<file path="config.mk">
export PLATFORM = sky130hd
export DESIGN_NAME = bfa_ctrl
export DESIGN_NICKNAME = d
export VERILOG_FILES = /design/src/rtl/core/bfa_pkg.sv /design/src/rtl/core/bfa_ctrl.sv
export SDC_FILE = /design/constraint.sdc
export NUM_CORES = 1
export LEC_CHECK = 0
export BUFFER_PORTS_ARGS = -buffer_cell sky130_fd_sc_hd__buf_4
export CAP_MARGIN = 0
export CELL_PAD_IN_SITES_DETAIL_PLACEMENT = 1
export CELL_PAD_IN_SITES_GLOBAL_PLACEMENT = 1
export CORE_MARGIN = 5
export CORE_UTILIZATION = 37
export DETAILED_ROUTE_END_ITERATION = 12
export PLACE_DENSITY_LB_ADDON = 0.12
export SETUP_SLACK_MARGIN = 0.1
export SYNTH_ARGS = -nofsm -noshare
export SYNTH_HDL_FRONTEND = slang
export SYNTH_SLANG_ARGS = --single-unit
</file>
<file path="constraint.sdc">
create_clock -name i_clk -period 1.7 [get_ports i_clk]
set_input_delay 0.085 -clock i_clk [delete_from_list [all_inputs] [get_ports i_clk]]
set_output_delay 0.085 -clock i_clk [all_outputs]
set_load 0.02 [all_outputs]
</file>
<file path="src/rtl/core/bfa_pkg.sv">
// Shared types and constants for the bitmap frame allocator.
// No dependencies.
`default_nettype none
package bfa_pkg;
    localparam logic [2:0] OP_ALLOC = 3'd0;
    localparam logic [2:0] OP_RUN   = 3'd1;
    localparam logic [2:0] OP_FREE  = 3'd2;
    localparam logic [2:0] OP_RSV   = 3'd3;
    localparam logic [2:0] OP_TEST  = 3'd4;

    localparam logic [2:0] ST_OK    = 3'd0;
    localparam logic [2:0] ST_OOM   = 3'd1;
    localparam logic [2:0] ST_FREED = 3'd2;
    localparam logic [2:0] ST_USED  = 3'd3;
    localparam logic [2:0] ST_RANGE = 3'd4;

    localparam int WORD_BITS = 32;
    localparam logic [31:0] ALL_USED = 32'hFFFF_FFFF;

    // controller -> datapath commands
    typedef struct packed {
        logic load;      // latch request, set up first word
        logic clr_step;  // clearing pass: write all-ones at word index
        logic scan;      // evaluate read word for search
        logic wr_bit;    // write modified word back (single bit ops)
        logic run_wr;    // write marked word
        logic finish;    // produce result
    } t_cmd;

    // datapath -> controller status
    typedef struct packed {
        logic clr_last;
        logic is_run;    // effective op is a valid run alloc
        logic is_single;
        logic is_bitop;  // free/reserve/test in range
        logic scan_done; // search finished (hit or miss)
        logic hit;
        logic mark_last;
    } t_sts;
endpackage
`default_nettype wire

</file>
<file path="src/rtl/core/bfa_ctrl.sv">
// Controller state machine for the bitmap frame allocator.
// Depends on bfa_pkg.
`default_nettype none
module bfa_ctrl import bfa_pkg::*; (
    input  wire  i_clk,
    input  wire  i_rst_n,
    input  wire  i_in_valid,
    output logic o_in_ready,
    output logic o_out_valid,
    input  wire  i_out_ready,
    input  t_sts i_sts,
    output t_cmd o_cmd
);
    typedef enum logic [8:0] {
        S_CLR   = 9'b000000001,
        S_IDLE  = 9'b000000010,
        S_DISP  = 9'b000000100,
        S_RD    = 9'b000001000,
        S_SCAN  = 9'b000010000,
        S_MRD   = 9'b000100000,
        S_MWR   = 9'b001000000,
        S_BIT   = 9'b010000000,
        S_OUT   = 9'b100000000
    } t_state;

    t_state r_state, n_state;
    logic   r_out_valid, n_out_valid;

    // next state
    always_comb begin
        n_state = r_state;
        o_cmd = '0;
        n_out_valid = r_out_valid && !i_out_ready;
        case (r_state)
            S_CLR: begin
                o_cmd.clr_step = 1'b1;
                if (i_sts.clr_last) n_state = S_IDLE;
            end
            S_IDLE: begin
                if (i_in_valid && !r_out_valid) begin
                    o_cmd.load = 1'b1;
                    n_state = S_DISP;
                end
            end
            S_DISP: begin
                if (i_sts.is_run || i_sts.is_single) begin
                    n_state = S_RD;
                end else if (i_sts.is_bitop) begin
                    n_state = S_BIT;
                end else begin
                    n_state = S_OUT;
                end
            end
            S_RD: n_state = S_SCAN;
            S_SCAN: begin
                o_cmd.scan = 1'b1;
                if (i_sts.scan_done) begin
                    if (i_sts.hit) begin
                        n_state = S_MRD;
                    end else begin
                        n_state = S_OUT;
                    end
                end else begin
                    n_state = S_RD;
                end
            end
            S_MRD: n_state = S_MWR;
            S_MWR: begin
                o_cmd.run_wr = 1'b1;
                if (i_sts.mark_last) begin
                    n_state = S_OUT;
                end else begin
                    n_state = S_MRD;
                end
            end
            S_BIT: n_state = S_SCAN;
            S_OUT: begin
                if (!r_out_valid) begin
                    o_cmd.finish = 1'b1;
                    n_out_valid = 1'b1;
                    n_state = S_IDLE;
                end
            end
            default: n_state = S_IDLE;
        endcase
        // bit ops: after S_BIT the read word is ready; reuse wr_bit
        if (r_state == S_SCAN && i_sts.is_bitop) begin
            o_cmd = '0;
            o_cmd.wr_bit = 1'b1;
            n_state = S_OUT;
        end
    end

    always_ff @(posedge i_clk) begin
        if (!i_rst_n) begin
            r_state <= S_CLR;
            r_out_valid <= 1'b0;
        end else begin
            r_state <= n_state;
            r_out_valid <= n_out_valid;
        end
    end

    assign o_in_ready  = (r_state == S_IDLE) && !r_out_valid;
    assign o_out_valid = r_out_valid;
endmodule
`default_nettype wire

</file>
==> metrics.md, run 1 <==
| Metric | Value |
|---|---|
| Yosys top cell area share | 28.4% |
| Post-layout min period | 1.68 ns |
| Starting DRT DRC Count | 11 |
| Area taken by flip-flops and latches | 214 um^2 |
| Post-DR wirelength/cell | 17.2 um |
| Total Power | 0.598 mW |
| Worst Path Buf+Inv | 1 |
| FF-to-FF Start | r_state[7] |
| Reg-to-reg slack, setup | 0.12 ns |
| Slew at the pin closest to its max-slew limit | 0.314 ns |
| # rows | 15 |
| Total CTS buffers | 3 |
| Main area contributors after synthesis | dfxtp_1 28%, nor2_1 6.4%, nor4b_1 5.0% |
| Tot GR Track Use | 20.1% |
| CTS H-tree depth | 1 |
| Final slew viol count | 0 |
| Min-Delay Path Depth | 3 |
| CP Data Arrival Time | 1.59 ns |
| Detailed-route via count | 735 |
| Max VDD drop | 0.000346 V |
| Total gr overflow | 0 |
| Power Dens Cells | 573 mW/mm^2 |
| Leading area contributor after synthesis | dfxtp_1 |
| Core ar. | 0.00176 mm^2 |
| Worst skew pair latency | 0.28 ns |
| Post-Syn Nets | 92 |
| Fmax | 597 MHz |
| Syn. warnings | 0 |
| Clk pin slew, worst setup/hold paths | 0.07 ns |
| Max clock buf depth | 2 |
| Unique masters post-synth | 37 |
| Port Buffer Count | 18 |
| CP cell instances | or3_4, or2_4, nor3_4, buf_6 |
| Synthesized area | 704 um^2 |
| CP max-delay cell | or3_4 |
| Area occupied by multi-input gates | 508 um^2 |
| Die Ht | 53.6 um |
| CTS sink count | 10 |
| Hold-fix buffers, CTS | 0 |
| Drt pass-1 iters | 4 |
| RR Endpoint | r_state[1] |
| CP Data Required Time | 1.62 ns |
| Syn-to-layout area delta | 48.3% |
| CTS tree | done |
| CP max stage delay | 0.41 ns |
| Max cap viols | 0 |
| Mapped Cells | 81 |
| Worst Hold Class | in -> reg |
| First-pass GRT wire length | 3.99 mm |
| Fillcell total | 222 |
| Max-slew headroom | 79.0% |
| ANT nets after route | 0 |
| Status | finished clean |
| Drt drc | 0 |
| Worst Hold Launch | i_sts[3] |
| Flops & latches, synth | 10 |
| Critical Path End Type | output pin |
| Worst r2r path cells | 6 |
| Clock Skews | 0.00505 ns |
| Largest net degree at the start of global routing | 10 |
| Antenna violations before repair | 0 |
| Vias per cell | 5.33 |
| Commonest non-fill, non-tap cells in the layout | 31 x buf_4, 11 x nor2_1, 5 x nand2_1, 5 x dfxtp_2 |
| Die ar. | 0.00288 mm^2 |
| Ant diodes | 0 |
| Final hold vios | 0 |
| Startpoint types | flop |
| CP top delay family | simple AND/OR/NAND/NOR gates |
| Final setup margin | 0.0240 ns |
| WHS Endpoint | r_state[7] |
| Syn avg cell area | 8.70 um^2 |
| Die Wd | 53.6 um |
| Initial Utilization | 39.9% |
| Final core occ | 59.2% |
| Seq/Total Area, Yosys | 28.4% |
| CTS root buffer | clkbuf_4 |
| Most common cell after layout, fill and taps aside | buf_4 |
| Post-route setup TNS | 0 ns |
| Share of cells above drive strength 1 | 52.2% |
| RSZ-0062 raised after global routing | true |
| Crit path kind | reg -> out |
| IO Count | 19 |
| Crit share post-route | 98.6% |
| Pre-CTS setup slack | 0.0864 ns |
| Leak | 0.449 nW |
| # setup viols final | 0 |
| DP HPWL | 1.60 mm |
| Placer Congestion | 0.767 |
| Crit-path max FO | 5 |
| Vias in the first global route | 820 |
| Final nets | 125 |
| Final WL | 2.38 mm |
[repair_timing]
| action | in CTS | in global routing |
|---|---|---|
| resized for setup | 14 | 6 |
| pin swaps | 4 | 4 |
| buffers inserted | 8 | 1 |
| gates cloned | 0 | 0 |
| endpoints found under the setup margin | 7 | 10 |
[how the worst max path moves through the flow]
stage / startpoint / to / slack [ns] / depth (start not counted)
6_report: r_state[2] / o_cmd[0] / 0.02 / 4
5_1_grt: r_state[2] / o_cmd[0] / -0.03 / 4
4_1_cts: r_state[2] / o_cmd[0] / 0.02 / 4
3_5_place_dp: r_state[7] / r_state[4] / 0.09 / 5
3_3_place_gp: r_state[7] / r_state[4] / 0.18 / 4
2_1_floorplan: r_state[1] / o_out_valid / 0.14 / 5
[metrics by stage]
stage,cells,hold WS (ns),cell area (um^2)
after floorplan,81,0.158,704
after global placement,125,0.336,867
after detailed placement,125,0.339,867
after CTS,137,0.0481,1010
after global routing,138,0.0419,1040
final,138,0.0492,1040
[synthesized netlist by cell type]
cell	count
o21a_1	2
o2bb2ai_1	1
o211ai_1	1
xor2_1	2
or2_4	1
or3_1	1
o22ai_1	2
nor2b_1	2
and3_1	3
nor4_4	1
o21ai_0	2
nand2_1	5
or4b_4	1
or2b_2	1
nand4b_1	1
nor3_4	1
or3_4	1
a22o_1	1
inv_1	3
and2_1	1
and4_1	1
nor2_1	12
nand4_1	2
and3b_2	1
xnor2_1	1
buf_6	3
nand3b_1	1
a211oi_1	2
nor4b_1	4
nand3_1	1
buf_4	1
nor4_2	1
o31ai_4	1
a21oi_1	1
nor3_1	3
nand2b_1	3
dfxtp_1	10
[final cells by class]
| type | instances | area share, % |
|---|---|---|
| inverter | 3 | 1.08 |
| sequential | 10 | 20.5 |
| clock buffer | 4 | 3.47 |
| multi-input combinational | 64 | 48.6 |
| tap | 25 | 2.99 |
| timing repair buffer | 32 | 23.4 |
[power breakdown]
| group | internal (mW) | total, mW | switching [mW] |
|---|---|---|---|
| sequential | 0.237 | 0.245 | 0.00782 |
| combinational | 0.0630 | 0.126 | 0.0633 |
| clock | 0.131 | 0.227 | 0.0966 |
| total | 0.431 | 0.598 | 0.168 |
[state kept, by name, indices dropped and copies added (netlist names)]
| register | count |
|---|---|
| o_out_valid | 1 |
| r_state | 9 |
[metal layers]
metal  vias up  wire [um]  track usage, %
li1        358          -               -
met1       356        969            21.6
met2        16       1290            37.3
met3         5         85            6.37
met4         0         31            5.11
met5         -          0               0
[worst reg2reg max path, cell delays in order, from the launching register on]
cell and delay, ns:
dfxtp_4 0.38, nor4_4 0.31, buf_4 0.17, buf_4 0.12, nand2_1 0.10, o22ai_1 0.25
a211oi_2 0.12
[kinds of logic (layout without fill, tap and decap cells)]
family / count (synthesis) / after routing / share of synthesized area [%]
xor gates and xnor gates: 3 / 3 / 3.73
buffers and inverters: 7 / 39 / 7.46
AOI/OAI and AO/OA: 13 / 13 / 14.7
and+or+nand+nor: 48 / 48 / 45.6
DFF: 10 / 10 / 28.4
No activity file was read; power rests on OpenSTA's default activity.
==> inputs of run 2 (changes only) <==
Settings changed: REMOVE_ABC_BUFFERS set to 1.
==> run 2 against run 1 <==
Register-to-register slack got worse by 0.06 ns; die area unchanged; largest cell class unchanged; final area increased by 0.60%; highest routed layer unchanged; clock power is essentially flat; maximum frequency down 2.3%; the run now ends with setup timing left; first-iteration DRC count shrank 18%; global-route usage shrank 3.4 points; via count increased by 0.68%; clock skew fell by 0.00076 ns.
==> metrics.md, run 2 (synthesis results as in run 1) <==
| Metric | Value |
|---|---|
| Max reg flops | 9 (unchanged) |
| Share of cells above drive strength 1 | 50.9% (-1.3 points) |
| IO Count | 19 (unchanged) |
| CP Data Required Time | 1.62 ns (about the same) |
| Status | finished, violations left |
| CP max stage delay | 0.39 ns (-0.02 ns) |
| Crit share post-route | 101% (+2.4 points) |
| Crit path kind | reg -> out |
| Most common cell after layout, fill and taps aside | buf_4 |
| Starting DRT DRC Count | 9 (-2) |
| Final nets | 126 (+0.80%) |
| Min Hold Slack | 0.0536 ns (+0.00443 ns) |
| # rows | 15 (unchanged) |
| CP Data Arrival Time | 1.63 ns (+0.04 ns) |
| Fmax | 583 MHz (-2.3%) |
| Tot GR Track Use | 16.6% (-3.4 points) |
| FF-to-FF Start | r_state[1] |
| Clock Skews | 0.00429 ns (-0.000759 ns) |
| Final setup margin | -0.0160 ns (-0.0400 ns) |
| Worst Hold Launch | i_rst_n |
| Clk pin slew, worst setup/hold paths | 0.08 ns (about the same) |
| Final slew viol count | 0 (unchanged) |
| CTS root buffer | clkbuf_4 |
| Slew at the pin closest to its max-slew limit | 0.342 ns (+0.0277 ns) |
| Syn-to-layout area delta | 49.2% |
| Detailed-route via count | 740 (+0.68%) |
| WHS Endpoint | r_state[0] |
| Antenna violations before repair | 0 (unchanged) |
| Die Wd | 53.6 um (unchanged) |
| Ant diodes | 0 (unchanged) |
| CP top delay family | simple AND/OR/NAND/NOR gates |
| Max-slew headroom | 76.9% (-2.1 points) |
| Total gr overflow | 0 (unchanged) |
| Metal-1 WL | 1.03 mm (+5.8%) |
| Worst Hold Class | in -> reg |
| Max clock buf depth | 2 (unchanged) |
| Hold-fix buffers, CTS | 0 (unchanged) |
| Crit-path max FO | 5 (unchanged) |
| ANT nets after route | 0 (unchanged) |
| Violated checks | setup timing |
| Top routing layer in use | met4 |
| Min-Delay Path Depth | 2 (-1) |
| Final hold vios | 0 (unchanged) |
| Reg-to-reg slack, setup | 0.06 ns (-0.06 ns) |
| Commonest non-fill, non-tap cells in the layout | 29 x buf_4, 11 x nor2_1, 5 x dfxtp_2 |
| Leak | 0.460 nW (+2.4%) |
| Initial Utilization | 39.9% (unchanged) |
| Post-layout min period | 1.72 ns (+0.0400 ns) |
| Die ar. | 0.00288 mm^2 (unchanged) |
| DR WL met3 | 102 um (+20%) |
| DP HPWL | 1.49 mm (-6.8%) |
| Drt drc | 0 (unchanged) |
| Core ar. | 0.00176 mm^2 (unchanged) |
| RSZ-0062 raised after global routing | true |
| First-pass GRT wire length | 3.37 mm (-16%) |
| Largest Register | r_state |
| Power Dens Cells | 573 mW/mm^2 (about the same) |
| Final WL | 2.20 mm (-7.6%) |
| CTS tree | done |
| CP cell instances | or3_4, or2_4, nor3_4, buf_6 |
| Worst Path Buf+Inv | 1 (unchanged) |
| # setup viols final | 1 (+1) |
| Post-route setup TNS | -0.0160 ns (-0.0160 ns) |
| CTS H-tree depth | 1 (unchanged) |
| Largest net degree at the start of global routing | 9 (-1) |
| Vias per cell | 5.32 (about the same) |
| Max VDD drop | 0.000506 V (+46%) |
| Worst r2r path cells | 6 (unchanged) |
| Die Ht | 53.6 um (unchanged) |
| Routed wl met2 | 1.03 mm (-20%) |
| Vias in the first global route | 732 (-11%) |
| CTS sink count | 10 (unchanged) |
| Placer Congestion | 0.792 (+3.3%) |
| Post-DR wirelength/cell | 15.8 um (-8.3%) |
| Drt pass-1 iters | 4 (unchanged) |
| Total CTS buffers | 3 (unchanged) |
| Worst skew pair latency | 0.27 ns (about the same) |
| RR Endpoint | r_state[4] |
| Critical Path End Type | output pin |
| Port Buffer Count | 18 (unchanged) |
| CP max-delay cell | or3_4 |
| Max cap viols | 0 (unchanged) |
| Startpoint types | flop |
## run 2: layout make-up
class	instances	area [um^2]
Inverter	3	11.3
Clock buffer	4	36.3
Multi-Input combinational cell	64	495
Sequential cell	10	214
Timing Repair Buffer	33	263
Fill cell	225	713
Tap cell	25	31.3
## run 2: stage by stage
step / worst slack (ns) / cells / power, mW / utilization (%) / area (um^2)
final: -0.0160 / 139 / 0.602 / 59.6 / 1050
after global routing: -0.0767 / 139 / 0.635 / 59.6 / 1050
after CTS: 0.00347 / 133 / 0.597 / 53.4 / 942
after detailed placement: 0.148 / 125 / 0.360 / 49.1 / 867
after global placement: 0.184 / 125 / 0.359 / 49.1 / 867
after floorplan: 0.192 / 77 / 0.312 / - / 663
## run 2: timing repair
action | 4_1_cts | 5_1_grt
setup buffers | 4 | 6
gates cloned | 0 | 0
pin swaps | 2 | 14
resized for setup | 4 | 18
setup endpoints to repair | 6 | 7
hold endpoints to repair | 0 | 0
## run 2: metal layers
layer,vias up,global-route usage [%]
met4,0,9.79
met2,19,26.5
met5,-,0
met1,350,19.9
met3,6,4.43
li1,365,-
## run 2: worst max path at each step
stage | slack (ns) | cells past startpoint | startpoint | end
global placement | 0.18 | 4 | r_state[7] | r_state[4]
detailed placement | 0.15 | 5 | r_state[7] | r_state[4]
floorplan | 0.19 | 4 | r_state[1] | o_out_valid
finish | -0.02 | 4 | r_state[1] | o_cmd[0]
CTS | 0.003 | 4 | r_state[2] | o_cmd[0]
global route | -0.08 | 4 | r_state[1] | o_cmd[0]
## run 2: power breakdown
group / switching (mW) / internal (mW) / total, mW
clock network: 0.0962 / 0.130 / 0.226
registers: 0.00888 / 0.237 / 0.246
logic: 0.0601 / 0.0696 / 0.130
==> inputs of run 3 (changes only) <==
--- a/config.mk
+++ b/config.mk
@@ -20 +20,2 @@
 export SYNTH_SLANG_ARGS = --single-unit
+export TNS_END_PERCENT = 5
==> constraint.sdc (replaced) <==
create_clock -name i_clk -period 1.7 [get_ports i_clk]
set_input_delay 0.17 -clock i_clk [delete_from_list [all_inputs] [get_ports i_clk]]
set_output_delay 0.17 -clock i_clk [all_outputs]
set_load 0.02 [all_outputs]
==> run 3 against run 2 <==
The flow still finishes with violations (setup timing); worst hold slack improved by 0.11 ns; worst setup slack got worse by 0.017 ns; sequential power fell by 2%; critical path type unchanged; highest routed layer unchanged.
==> metrics.md, run 3 (synthesis results as in run 1) <==
| Metric | Value |
|---|---|
| WHS Endpoint | r_state[0] |
| Drt pass-1 iters | 4 (unchanged) |
| Top Usage Layer GRT | met2 |
| Fmax | 577 MHz (-0.98%) |
| DP Area | 867 um^2 (unchanged) |
| # rows | 15 (unchanged) |
| Port Buffer Count | 18 (unchanged) |
| GR Util met3 | 4.43% (unchanged) |
| Most common cell after layout, fill and taps aside | buf_4 |
| Clock Skews | 0.00237 ns (-0.00193 ns) |
| Ant diodes | 0 (unchanged) |
| GR Layer Usage met2 | 30.8% (+4.3 points) |
| CTS root buffer | clkbuf_4 |
| Slew at the pin closest to its max-slew limit | 0.379 ns (+0.0377 ns) |
| Starting DRT DRC Count | 2 (-7) |
| Status | finished, violations left |
| CTS H-tree depth | 1 (unchanged) |
| Max reg flops | 9 (unchanged) |
| Crit-path max FO | 3 (-2) |
| Pre-CTS setup slack | 0.107 ns (-0.0412 ns) |
| CP Data Arrival Time | 1.56 ns (-0.07 ns) |
| Max-slew headroom | 74.5% (-2.4 points) |
| # setup viols final | 2 (+1) |
| Max cap viols | 0 (unchanged) |
| Largest Register | r_state |
| Leak | 0.441 nW (-4.0%) |
| Area taken by flip-flops and latches | 220 um^2 (+2.9%) |
| Post-DR wirelength/cell | 16.3 um (+3.3%) |
| Share of cells above drive strength 1 | 50.5% (-0.43 points) |
| CTS tree | done |
| Cell Count, Final, Fillers Out | 136 (-2.2%) |
| Tot GR Track Use | 18.1% (+1.5 points) |
| Die ar. | 0.00288 mm^2 (unchanged) |
| RR Endpoint | r_state[3] |
| Reg-to-reg slack, setup | 0.13 ns (+0.07 ns) |
| ANT nets after route | 0 (unchanged) |
| Final nets | 124 (-1.6%) |
| Placed Cells | 125 (unchanged) |
| Crit path kind | reg -> out |
| M1 GR Usage | 21.4% (+1.5 points) |
| Post-layout min period | 1.73 ns (+0.0170 ns) |
| Antenna violations before repair | 0 (unchanged) |
| Critical Path End Type | output pin |
| Worst Hold Class | in -> reg |
| CP Data Required Time | 1.53 ns (-0.09 ns) |
| Power Dens Cells | 513 mW/mm^2 (-10%) |
| Vias per cell | 5.38 (+0.96%) |
| CP startpoint | r_state[2] |
| Detailed-route via count | 731 (-1.2%) |
| Area occupied by multi-input gates | 492 um^2 (-0.76%) |
| Max clock buf depth | 2 (unchanged) |
| Die Ht | 53.6 um (unchanged) |
| Total gr overflow | 0 (unchanged) |
| Final setup margin | -0.0331 ns (-0.0170 ns) |
| Crit share post-route | 102% (+1.0 points) |
| CTS sink count | 10 (unchanged) |
| Max VDD drop | 0.000353 V (-30%) |
| Final slew viol count | 0 (unchanged) |
| Die Wd | 53.6 um (unchanged) |
| RSZ-0062 raised after global routing | true |
| Placer Congestion | 0.831 (+4.9%) |
| Core ar. | 0.00176 mm^2 (unchanged) |
| Violated checks | setup timing |
| Commonest non-fill, non-tap cells in the layout | 24 x buf_4, 11 x nor2_1, 7 x buf_6 |
| Startpoint types | flop |
| Drt drc | 0 (unchanged) |
| Largest net degree at the start of global routing | 10 (+1) |
| Worst skew pair latency | 0.26 ns (about the same) |
| Fillcell total | 215 (-4.4%) |
| Hold-fix buffers, CTS | 0 (unchanged) |
| Initial Utilization | 39.9% (unchanged) |
| Total CTS buffers | 3 (unchanged) |
| Clk pin slew, worst setup/hold paths | 0.07 ns (about the same) |
| Syn-to-layout area delta | 47.1% |
| IO Count | 19 (unchanged) |
| Final Cell Area | 0.00104 mm^2 (-1.4%) |
| Vias in the first global route | 778 (+6.3%) |
| Final hold vios | 0 (unchanged) |
| DP HPWL | 1.52 mm (+1.6%) |
| FF-to-FF Start | r_state[7] |
| First-pass GRT wire length | 3.73 mm (+11%) |
| Final WL | 2.22 mm (+1.1%) |
| Worst r2r path cells | 7 (+1) |
| Post-route setup TNS | -0.0480 ns (-0.0319 ns) |
| Worst Hold Launch | i_rst_n |
| Min-Delay Path Depth | 2 (unchanged) |
-- run 3: cell types whose count changed in the layout (fill, tap and decap cells not counted), sizes merged --
cell    change
clkbuf      -1
buf         -2
-- run 3: area by class of cell --
class,instances,share of cell area [%]
clock buffer,3,2.17
multi-input combinational,64,47.5
tap,25,3.02
timing repair buffer,31,25.0
sequential,10,21.3
inverter,3,1.09
-- run 3: worst max path at each step --
| stage | endpoint | slack [ns] | depth (start not counted) |
|---|---|---|---|
| CTS | o_cmd[0] | -0.03 | 4 |
| detailed placement | r_state[1] | 0.11 | 5 |
| global route | o_cmd[3] | -0.10 | 4 |
| global placement | r_state[1] | 0.11 | 5 |
| floorplan | o_out_valid | 0.19 | 4 |
| finish | o_cmd[0] | -0.03 | 4 |
-- run 3: layer usage --
| metal | vias to the layer above | wire, um |
|---|---|---|
| met2 | 17 | 1130 |
| li1 | 355 | - |
| met4 | 0 | 40 |
| met5 | - | 0 |
| met3 | 6 | 72 |
| met1 | 353 | 980 |
-- run 3: where the power goes --
part	switching [mW]	leakage, nW	internal (mW)
logic	0.0632	0.341	0.0655
registers	0.00623	0.0860	0.234
clock network	0.0810	0.0138	0.0818
-- run 3: repair_timing --
| item | in CTS | in global routing |
|---|---|---|
| pin swaps | 12 | 9 |
| cloned | 0 | 0 |
| buffers inserted | 8 | 0 |
| resized for setup | 21 | 5 |
| endpoints found under the setup margin | 9 | 12 |
-- run 3: metrics by stage --
stage	utilization, %	hold slack, ns	total power, mW
floorplan	-	0.243	0.312
detailed placement	49.1	0.424	0.362
global route	58.7	0.153	0.556
global placement	49.1	0.426	0.360
CTS	57.9	0.154	0.531
finish	58.7	0.161	0.532
-- run 3: worst max-delay path, stage by stage (launching register included) --
cell and delay, ns:
dfxtp_4 0.34, or3_4 0.40, or2_4 0.28, nor3_4 0.14, buf_6 0.14
